--- config.mk ---
export PLATFORM = sky130hd
export DESIGN_NAME = periodic_timer_bank
export DESIGN_NICKNAME = d
export VERILOG_FILES = /design/src/hdl/ptb_pkg.sv /design/src/hdl/ptb_ram.sv /design/src/hdl/ptb_out.sv /design/src/hdl/periodic_timer_bank.sv
export VERILOG_INCLUDE_DIRS = /design/src /design/src/hdl
export SDC_FILE = /design/constraint.sdc
export NUM_CORES = 2
export LEC_CHECK = 0
export BUFFER_PORTS_ARGS = -buffer_cell sky130_fd_sc_hd__buf_2
export CAP_MARGIN = 20
export CORE_UTILIZATION = 25
export DETAILED_ROUTE_END_ITERATION = 6
export HOLD_SLACK_MARGIN = 0.12
export SKIP_CTS_REPAIR_TIMING = 1
export SLEW_MARGIN = 10
export SYNTH_ARGS = -nofsm -noshare
export SYNTH_HDL_FRONTEND = slang
export SYNTH_SLANG_ARGS = --single-unit
--- constraint.sdc ---
create_clock -name clk_i -period 9.4 [get_ports clk_i]
set_clock_uncertainty 0.2 [all_clocks]
set_input_delay 0.94 -clock clk_i [delete_from_list [all_inputs] [get_ports clk_i]]
set_output_delay 0.94 -clock clk_i [all_outputs]
set_load 0.02 [all_outputs]
--- src/hdl/periodic_timer_bank_macros.svh ---
// Assertion helpers shared by the timer bank modules.
`ifndef PERIODIC_TIMER_BANK_MACROS_SVH
`define PERIODIC_TIMER_BANK_MACROS_SVH

// Property checked at every rising clock edge outside reset.
`define PTB_ASSERT(lbl, clk, rstn, prop) \
  lbl: assert property (@(posedge clk) disable iff (!rstn) (prop)) \
    else $error("periodic_timer_bank assertion failed");

// Condition a implies condition b in the next cycle.
`define PTB_ASSERT_NEXT(lbl, clk, rstn, a, b) \
  `PTB_ASSERT(lbl, clk, rstn, (a) |=> (b))

`endif

--- src/hdl/ptb_pkg.sv ---
`default_nettype none
package ptb_pkg;

  localparam int unsigned TIMER_W = 3;
  localparam int unsigned COUNT_W = 32;
  localparam int unsigned TIME_W  = 64;
  localparam int unsigned ACT_W   = 3;
  localparam logic [COUNT_W-1:0] PERIOD_RESET = 32'd1000;

  typedef enum logic [ACT_W-1:0] {
    ACT_POLL  = 3'd0,
    ACT_INIT  = 3'd1,
    ACT_RESET = 3'd2,
    ACT_STOP  = 3'd3,
    ACT_SETCB = 3'd4
  } ptb_action_e;

  typedef enum logic [2:0] {
    S_IDLE,
    S_SCAN,
    S_LOAD,
    S_CATCH,
    S_FLUSH
  } ptb_state_e;

  typedef struct packed {
    logic [TIMER_W-1:0] timer;
    logic [COUNT_W-1:0] count;
  } ptb_res_t;

  typedef struct packed {
    logic     push;
    logic     flush;
    ptb_res_t res;
  } ptb_out_ctl_t;

  typedef struct packed {
    logic stall;
    logic pend_valid;
  } ptb_out_stat_t;

endpackage
`default_nettype wire

--- src/hdl/ptb_ram.sv ---
`default_nettype none
module ptb_ram #(
  parameter int unsigned WIDTH = 64,
  parameter int unsigned DEPTH = 8,
  parameter int unsigned AW    = 3
) (
  input  wire logic             clk_i,
  input  wire logic             we_i,
  input  wire logic [AW-1:0]    waddr_i,
  input  wire logic [WIDTH-1:0] wdata_i,
  input  wire logic [AW-1:0]    raddr_i,
  output logic      [WIDTH-1:0] rdata_o
);

  logic [WIDTH-1:0] mem_q [DEPTH];

  always_ff @(posedge clk_i) begin
    if (we_i) begin
      mem_q[waddr_i] <= wdata_i;
    end
  end

  always_ff @(posedge clk_i) begin
    rdata_o <= mem_q[raddr_i];
  end

endmodule
`default_nettype wire

--- src/hdl/ptb_out.sv ---
`default_nettype none
`include "periodic_timer_bank_macros.svh"
module ptb_out (
  input  wire logic                   clk_i,
  input  wire logic                   rst_ni,
  input  wire ptb_pkg::ptb_out_ctl_t  ctl_i,
  output ptb_pkg::ptb_out_stat_t      stat_o,
  output logic                        out_valid_o,
  input  wire logic                   out_ready_i,
  output logic [ptb_pkg::TIMER_W-1:0] expired_timer_o,
  output logic [ptb_pkg::COUNT_W-1:0] tick_count_o,
  output logic                        last_o
);
  import ptb_pkg::*;

  // one word is held back until the next one or the end of the poll shows its last flag
  logic     pend_valid_q;
  ptb_res_t pend_q;
  logic     out_valid_q;
  ptb_res_t out_q;
  logic     out_last_q;
  logic     out_free;
  logic     stall;
  logic     do_push;
  logic     do_flush;
  logic     move;

  assign out_free = !out_valid_q || out_ready_i;
  assign stall    = pend_valid_q && !out_free;
  assign do_push  = ctl_i.push && !stall;
  assign do_flush = ctl_i.flush && !stall;
  assign move     = (do_push || do_flush) && pend_valid_q;

  assign stat_o.stall      = stall;
  assign stat_o.pend_valid = pend_valid_q;

  always_ff @(posedge clk_i or negedge rst_ni) begin
    if (!rst_ni) begin
      pend_valid_q <= 1'b0;
      out_valid_q  <= 1'b0;
    end else begin
      if (out_valid_q && out_ready_i) begin
        out_valid_q <= 1'b0;
      end
      if (move) begin
        out_valid_q <= 1'b1;
      end
      if (do_push) begin
        pend_valid_q <= 1'b1;
      end else if (do_flush) begin
        pend_valid_q <= 1'b0;
      end
    end
  end

  always_ff @(posedge clk_i) begin
    if (move) begin
      out_q      <= pend_q;
      out_last_q <= do_flush;
    end
    if (do_push) begin
      pend_q <= ctl_i.res;
    end
  end

  assign out_valid_o     = out_valid_q;
  assign expired_timer_o = out_q.timer;
  assign tick_count_o    = out_q.count;
  assign last_o          = out_last_q;

  `PTB_ASSERT_NEXT(a_push_holds, clk_i, rst_ni, do_push, pend_valid_q)
  `PTB_ASSERT_NEXT(a_flush_empties, clk_i, rst_ni, do_flush, !pend_valid_q)
  `PTB_ASSERT_NEXT(a_push_moves, clk_i, rst_ni, do_push && pend_valid_q,
                   out_valid_q && !out_last_q)

endmodule
`default_nettype wire

--- src/hdl/periodic_timer_bank.sv ---
// Channel  Handshake                  Payload
// in       in_valid_i / in_ready_o    action_i, timer_id_i, now_us_i, callback_enable_i
// out      out_valid_o / out_ready_i  expired_timer_o, tick_count_o, last_o
// cfg      cfg_we_i                   cfg_wdata_i (tick_period_us)
//
// Init, reset, stop and set-callback words are handled in S_IDLE without leaving it.
// A poll scans every timer, loads and catches up each active one (one expiry per
// cycle through the shared 64-bit compare and add, unless output stalls), then flushes.
// Deadlines and counts sit in two RAMs with registered reads; flags are flops.
// Reset sets period to PERIOD_RESET, clears flags and control; RAM contents need no clearing.
// Output back-pressure stalls the catch-up loop only when a word must move.
`default_nettype none
`include "periodic_timer_bank_macros.svh"
module periodic_timer_bank #(
  parameter int unsigned NUM_TIMERS    = 8,
  parameter int unsigned CATCHUP_LIMIT = 8
) (
  input  wire logic                        clk_i,
  input  wire logic                        rst_ni,
  input  wire logic                        cfg_we_i,
  input  wire logic [ptb_pkg::COUNT_W-1:0] cfg_wdata_i,
  input  wire logic                        in_valid_i,
  output logic                             in_ready_o,
  input  wire logic [ptb_pkg::ACT_W-1:0]   action_i,
  input  wire logic [ptb_pkg::TIMER_W-1:0] timer_id_i,
  input  wire logic [ptb_pkg::TIME_W-1:0]  now_us_i,
  input  wire logic                        callback_enable_i,
  output logic                             out_valid_o,
  input  wire logic                        out_ready_i,
  output logic [ptb_pkg::TIMER_W-1:0]      expired_timer_o,
  output logic [ptb_pkg::COUNT_W-1:0]      tick_count_o,
  output logic                             last_o
);
  import ptb_pkg::*;

  localparam int unsigned IDX_W = (NUM_TIMERS > 1) ? $clog2(NUM_TIMERS) : 1;
  localparam int unsigned KW    = $clog2(CATCHUP_LIMIT + 1);
  localparam int unsigned EXT_W = IDX_W + TIMER_W;
  localparam logic [IDX_W-1:0] LAST_IDX = IDX_W'(NUM_TIMERS - 1);
  localparam logic [KW-1:0]    K_LIMIT  = KW'(CATCHUP_LIMIT);

  ptb_state_e state_q, state_d;
  logic [COUNT_W-1:0]    period_q;
  logic [NUM_TIMERS-1:0] reg_q, reg_d, run_q, run_d, rep_q, rep_d;
  logic [IDX_W-1:0]      i_q, i_d;
  logic [KW-1:0]         k_q, k_d;
  logic [TIME_W-1:0]     now_q, now_d;
  logic [TIME_W-1:0]     dl_q, dl_d;
  logic [COUNT_W-1:0]    cnt_q, cnt_d;

  logic                  dl_we, cnt_we;
  logic [IDX_W-1:0]      waddr;
  logic [TIME_W-1:0]     dl_wdata, dl_rdata;
  logic [COUNT_W-1:0]    cnt_wdata, cnt_rdata;

  logic [EXT_W-1:0]      id_ext, i_ext;
  logic [IDX_W-1:0]      idx;
  logic                  id_ok;
  logic                  hit;
  logic [TIME_W-1:0]     dl_next;
  logic [COUNT_W-1:0]    cnt_next;
  ptb_out_ctl_t          out_ctl;
  ptb_out_stat_t         out_stat;

  assign id_ext   = EXT_W'(timer_id_i);
  assign idx      = id_ext[IDX_W-1:0];
  assign i_ext    = EXT_W'(i_q);
  assign id_ok    = 32'(timer_id_i) < 32'(NUM_TIMERS);
  assign hit      = (k_q < K_LIMIT) && (now_q >= dl_q);
  assign dl_next  = dl_q + TIME_W'(period_q);
  assign cnt_next = cnt_q + COUNT_W'(1);

  always_comb begin
    state_d     = state_q;
    reg_d       = reg_q;
    run_d       = run_q;
    rep_d       = rep_q;
    i_d         = i_q;
    k_d         = k_q;
    now_d       = now_q;
    dl_d        = dl_q;
    cnt_d       = cnt_q;
    dl_we       = 1'b0;
    cnt_we      = 1'b0;
    waddr       = i_q;
    dl_wdata    = dl_q;
    cnt_wdata   = cnt_q;
    in_ready_o  = 1'b0;
    out_ctl.push      = 1'b0;
    out_ctl.flush     = 1'b0;
    out_ctl.res.timer = i_ext[TIMER_W-1:0];
    out_ctl.res.count = cnt_next;
    case (state_q)
      S_IDLE: begin
        in_ready_o = 1'b1;
        if (in_valid_i) begin
          waddr = idx;
          case (ptb_action_e'(action_i))
            ACT_POLL: begin
              now_d   = now_us_i;
              i_d     = '0;
              state_d = S_SCAN;
            end
            ACT_INIT, ACT_RESET: begin
              if (id_ok) begin
                if (ptb_action_e'(action_i) == ACT_INIT) begin
                  reg_d[idx] = 1'b1;
                end
                run_d[idx] = 1'b1;
                dl_we      = 1'b1;
                dl_wdata   = now_us_i + TIME_W'(period_q);
                cnt_we     = 1'b1;
                cnt_wdata  = '0;
              end
            end
            ACT_STOP: begin
              if (id_ok) begin
                run_d[idx] = 1'b0;
                cnt_we     = 1'b1;
                cnt_wdata  = '0;
              end
            end
            ACT_SETCB: begin
              if (id_ok) begin
                rep_d[idx] = callback_enable_i;
              end
            end
            default: begin
            end
          endcase
        end
      end
      S_SCAN: begin
        if (reg_q[i_q] && run_q[i_q]) begin
          state_d = S_LOAD;
        end else if (i_q == LAST_IDX) begin
          state_d = S_FLUSH;
        end else begin
          i_d = i_q + IDX_W'(1);
        end
      end
      S_LOAD: begin
        dl_d    = dl_rdata;
        cnt_d   = cnt_rdata;
        k_d     = '0;
        state_d = S_CATCH;
      end
      S_CATCH: begin
        if (hit) begin
          if (!(rep_q[i_q] && out_stat.stall)) begin
            out_ctl.push = rep_q[i_q];
            dl_d  = dl_next;
            cnt_d = cnt_next;
            k_d   = k_q + KW'(1);
          end
        end else begin
          dl_we  = 1'b1;
          cnt_we = 1'b1;
          if (i_q == LAST_IDX) begin
            state_d = S_FLUSH;
          end else begin
            i_d     = i_q + IDX_W'(1);
            state_d = S_SCAN;
          end
        end
      end
      S_FLUSH: begin
        if (!out_stat.stall) begin
          out_ctl.flush = 1'b1;
          state_d       = S_IDLE;
        end
      end
      default: begin
        state_d = S_IDLE;
      end
    endcase
  end

  always_ff @(posedge clk_i or negedge rst_ni) begin
    if (!rst_ni) begin
      state_q  <= S_IDLE;
      period_q <= PERIOD_RESET;
      reg_q    <= '0;
      run_q    <= '0;
      rep_q    <= '0;
      i_q      <= '0;
      k_q      <= '0;
    end else begin
      state_q <= state_d;
      if (cfg_we_i) begin
        period_q <= cfg_wdata_i;
      end
      reg_q <= reg_d;
      run_q <= run_d;
      rep_q <= rep_d;
      i_q   <= i_d;
      k_q   <= k_d;
    end
  end

  always_ff @(posedge clk_i) begin
    now_q <= now_d;
    dl_q  <= dl_d;
    cnt_q <= cnt_d;
  end

  ptb_ram #(
    .WIDTH (TIME_W),
    .DEPTH (NUM_TIMERS),
    .AW    (IDX_W)
  ) u_dl_ram (
    .clk_i   (clk_i),
    .we_i    (dl_we),
    .waddr_i (waddr),
    .wdata_i (dl_wdata),
    .raddr_i (i_q),
    .rdata_o (dl_rdata)
  );

  ptb_ram #(
    .WIDTH (COUNT_W),
    .DEPTH (NUM_TIMERS),
    .AW    (IDX_W)
  ) u_cnt_ram (
    .clk_i   (clk_i),
    .we_i    (cnt_we),
    .waddr_i (waddr),
    .wdata_i (cnt_wdata),
    .raddr_i (i_q),
    .rdata_o (cnt_rdata)
  );

  ptb_out u_out (
    .clk_i           (clk_i),
    .rst_ni          (rst_ni),
    .ctl_i           (out_ctl),
    .stat_o          (out_stat),
    .out_valid_o     (out_valid_o),
    .out_ready_i     (out_ready_i),
    .expired_timer_o (expired_timer_o),
    .tick_count_o    (tick_count_o),
    .last_o          (last_o)
  );

  `PTB_ASSERT(a_k_bound, clk_i, rst_ni, k_q <= K_LIMIT)
  `PTB_ASSERT(a_catch_active, clk_i, rst_ni,
              (state_q == S_CATCH) |-> (reg_q[i_q] && run_q[i_q]))
  `PTB_ASSERT(a_idle_no_pend, clk_i, rst_ni, (state_q == S_IDLE) |-> !out_stat.pend_valid)

endmodule
`default_nettype wire
==> results.yml <==
status:
  outcome: "completed"
routing:
  drt_wl_total_um: 126300
  drtPass1Iterations: 5
  drcViolationCount: 0
  num_vias: 28296
  ant_nets: 0
  wl_per_cell_um: 20.17
  via_per_inst: 4.519
  drt-initial-drc-count: 2409
hold_path:
  hp-class: "in -> reg"
  min_path_cells: 1
  hp-start: "now_us_i[26]"
  hold_path_end: "now_q[26]"
setup_path:
  reg2reg_depth: 11
  reg2reg_to: "u_dl_ram.mem_q[2][1]"
  critPathKind: "reg -> reg"
  cp.required_ns: 9.55
  r2r_start: "dl_q[0]"
  cp.arrival_ns: 5.41
  ff2ff_setup_slack_ns: 4.14
  critPathMaxFanout: 51
  critPathCaptureType: "flip-flop"
  start_kind: "flip-flop"
clocking:
  insertion_delay_ns: 0.75
  clk_pin_slew_ns: 0.07
  cts_buffer_depth: 3
  cts.sinks: 1163
  cts_buffers: 116
  htree_num_levels: 3
  cts_tree: "built"
  root_buffer: "clkbuf_16"
place:
  gp_congestion: 0.8509
  numPortBuffers: 145
  dp.cells: 6023
  dp_hpwl_um: 79790
timing:
  fmax_mhz: 190.1
  setup_viol: 0
  slew-limit-headroom: 0.2186
  fin_setup_tns_ns: 0
  min_period_ns: 5.259
  fin_crit_sh: 0.5595
  rsz0062_at_grt: "no"
  drv_slew: 0
  tightest_slew_ns: 1.168
  hold_violations: 0
synth:
  netlist_top_cells_count: "edfxtp_1 (999), nand2_1 (587), mux4_2 (195), ha_1 (132), nor2_1 (127)"
  synthMuxAreaShare: 0.1049
  synth.most_common_cell: "edfxtp_1"
  synthSimpleGateAreaFrac: 0.09203
  synth_top_area_cell: "edfxtp_1"
  synth-xor-area-share: 0.02408
  syn_avg_cell_area_sq_um: 14.80
  yosys_most_used_dff: "edfxtp_1"
  synth_nets: 3585
  synth_top_family_by_area: "multiplexers"
  synth_cell_type_count: 81
  synth_area_leaders: "edfxtp_1 (61%), mux4_2 (8.9%), nand2_1 (4.5%)"
  syn_inst: 3343
  synth_seq_cells: 1163
  synth_edf_count: 999
  yosysSeqAreaShare: 0.6798
  synth-compound-area-share: 0.04707
  synthAdderAreaFrac: 0.03419
  synthDominantCellAreaShare: 0.6064
  async_flop_share: 0.05847
  syn-cell-area_sq_mm: 0.04947
  ys_warn_count: 0
run:
  maxCapViolations: 0
global_routing:
  grt_max_degree: 143
  grt_pass1_wl_um: 187800
  use_met1: 0.1593
  grt_use_met2: 0.2169
  grt-ovfl-total: 0
  antenna_found_initial: 36
  busiest_layer: "met2"
  grt_use_met3: 0.01772
  grt_pass1_vias: 28969
  grt_util_all_layers: 0.1250
die:
  rows: 162
  io_pins: 146
  dieWidth_um: 446.9
  die_area_sq_mm: 0.1997
  initial_core_util: 0.2527
  core_area_sq_mm: 0.1958
  die_h_um: 446.9
final_layout:
  stdcell_count: 6261
  fin_util: 0.2939
  drive_above_1_share: 0.1907
  fill_cells: 19609
  nets: 3767
  areaGrowthSynthToFinish_pct: 16.31
power_and_ir_drop:
  leakage_nw: 19.95
  irDropWorstVdd_uv: 215.3
  p_per_area_mw_per_mm2: 264.8
[per-stage QoR]
step | power [mW] | hold slack (ns) | instance area [sq um] | setup slack (ns)
final | 15.24 | 0.1913 | 57550 | 4.141
after global routing | 15.98 | 0.1527 | 57540 | 3.947
after CTS | 15.39 | -0.1925 | 57470 | 4.003
after detailed placement | 10.56 | 0.2045 | 53470 | 4.058
after global placement | 10.49 | 0.2042 | 53450 | 4.114
after floorplan | 9.467 | 0.2003 | 49470 | 0.8862
[cells by family (layout without fill, tap and decap cells)]
logic type / count (synthesis) / after routing
buffers and inverters: 230 / 516
AO/OA/AOI/OAI: 387 / 387
multiplexers: 267 / 267
XOR/XNOR: 136 / 136
adder cells (fa/ha/maj): 134 / 134
AND/OR/NAND/NOR: 1026 / 1026
flip-flops: 1163 / 1163
other: 0 / 8
[state kept, by name, indices dropped and copies added (netlist names), named ones only]
register / flops
i_q: 3
u_out.last_o: 1
u_cnt_ram.rdata_o: 32
u_out.pend_q: 35
period_q: 32
reg_q: 8
u_out.pend_valid_q: 1
u_dl_ram.rdata_o: 64
u_out.out_valid_o: 1
k_q: 4
dl_q: 64
u_out.expired_timer_o: 3
u_cnt_ram.mem_q: 256
cnt_q: 32
now_q: 64
rep_q: 8
u_out.tick_count_o: 32
state_q: 3
u_dl_ram.mem_q: 512
[layer usage]
layer / vias to the layer above / wire [um]
met5: - / 36
met4: 6 / 3562
met3: 205 / 5806
met2: 735 / 63130
met1: 14408 / 53780
li1: 12942 / -
[power by group]
part | internal [mW] | switching [mW]
sequential | 6.61 | 0.363
combinational | 1.43 | 2.04
clock | 2.79 | 2.01
[placed cells by master (no fill, tap or decap), types with 57 or more instances in the layout]
| cell | n |
|---|---|
| dfxtp_1 | 96 |
| nand3_1 | 82 |
| clkbuf_16 | 118 |
| nor2_1 | 119 |
| a21oi_1 | 93 |
| o21ai_0 | 108 |
| xnor2_1 | 88 |
| edfxtp_1 | 999 |
| buf_2 | 144 |
| ha_1 | 132 |
| mux2_2 | 57 |
| inv_1 | 96 |
| dfrtp_1 | 59 |
| mux4_2 | 195 |
| nand2_1 | 585 |
[final cells by class]
type | count | area, sq um | area share
tap | 2624 | 3283 | 0.05705
multi-input combinational | 1950 | 15090 | 0.2622
inverter | 99 | 375.4 | 0.006523
timing repair buffer | 195 | 1141 | 0.01983
antenna | 8 | 20.02 | 0.0003479
clock inverter | 55 | 689.4 | 0.01198
clock buffer | 167 | 3307 | 0.05747
sequential | 1163 | 33640 | 0.5846
[worst max-delay path: stages, from the launching register on]
cell and delay, ns:
edfxtp_1 0.43, ha_1 0.29, nand2b_1 0.15, a21oi_1 0.22, o21ai_0 0.22, nand3_1 0.22
a31oi_1 0.30, o21ai_1 0.75, a31oi_1 0.23, nand2b_1 0.37, nor2_4 0.60, buf_4 0.84
[worst max path at each step]
| stage | to | startpoint |
|---|---|---|
| 3_3_place_gp | u_dl_ram.mem_q[2][38] | now_us_i[0] |
| 5_1_grt | u_dl_ram.mem_q[2][1] | dl_q[0] |
| 3_5_place_dp | u_dl_ram.mem_q[2][5] | dl_q[0] |
| 2_1_floorplan | now_q[0] | state_q[1] |
| 6_report | u_dl_ram.mem_q[2][1] | dl_q[0] |
| 4_1_cts | u_dl_ram.mem_q[2][51] | dl_q[0] |
(Power assumes the default switching activity.)
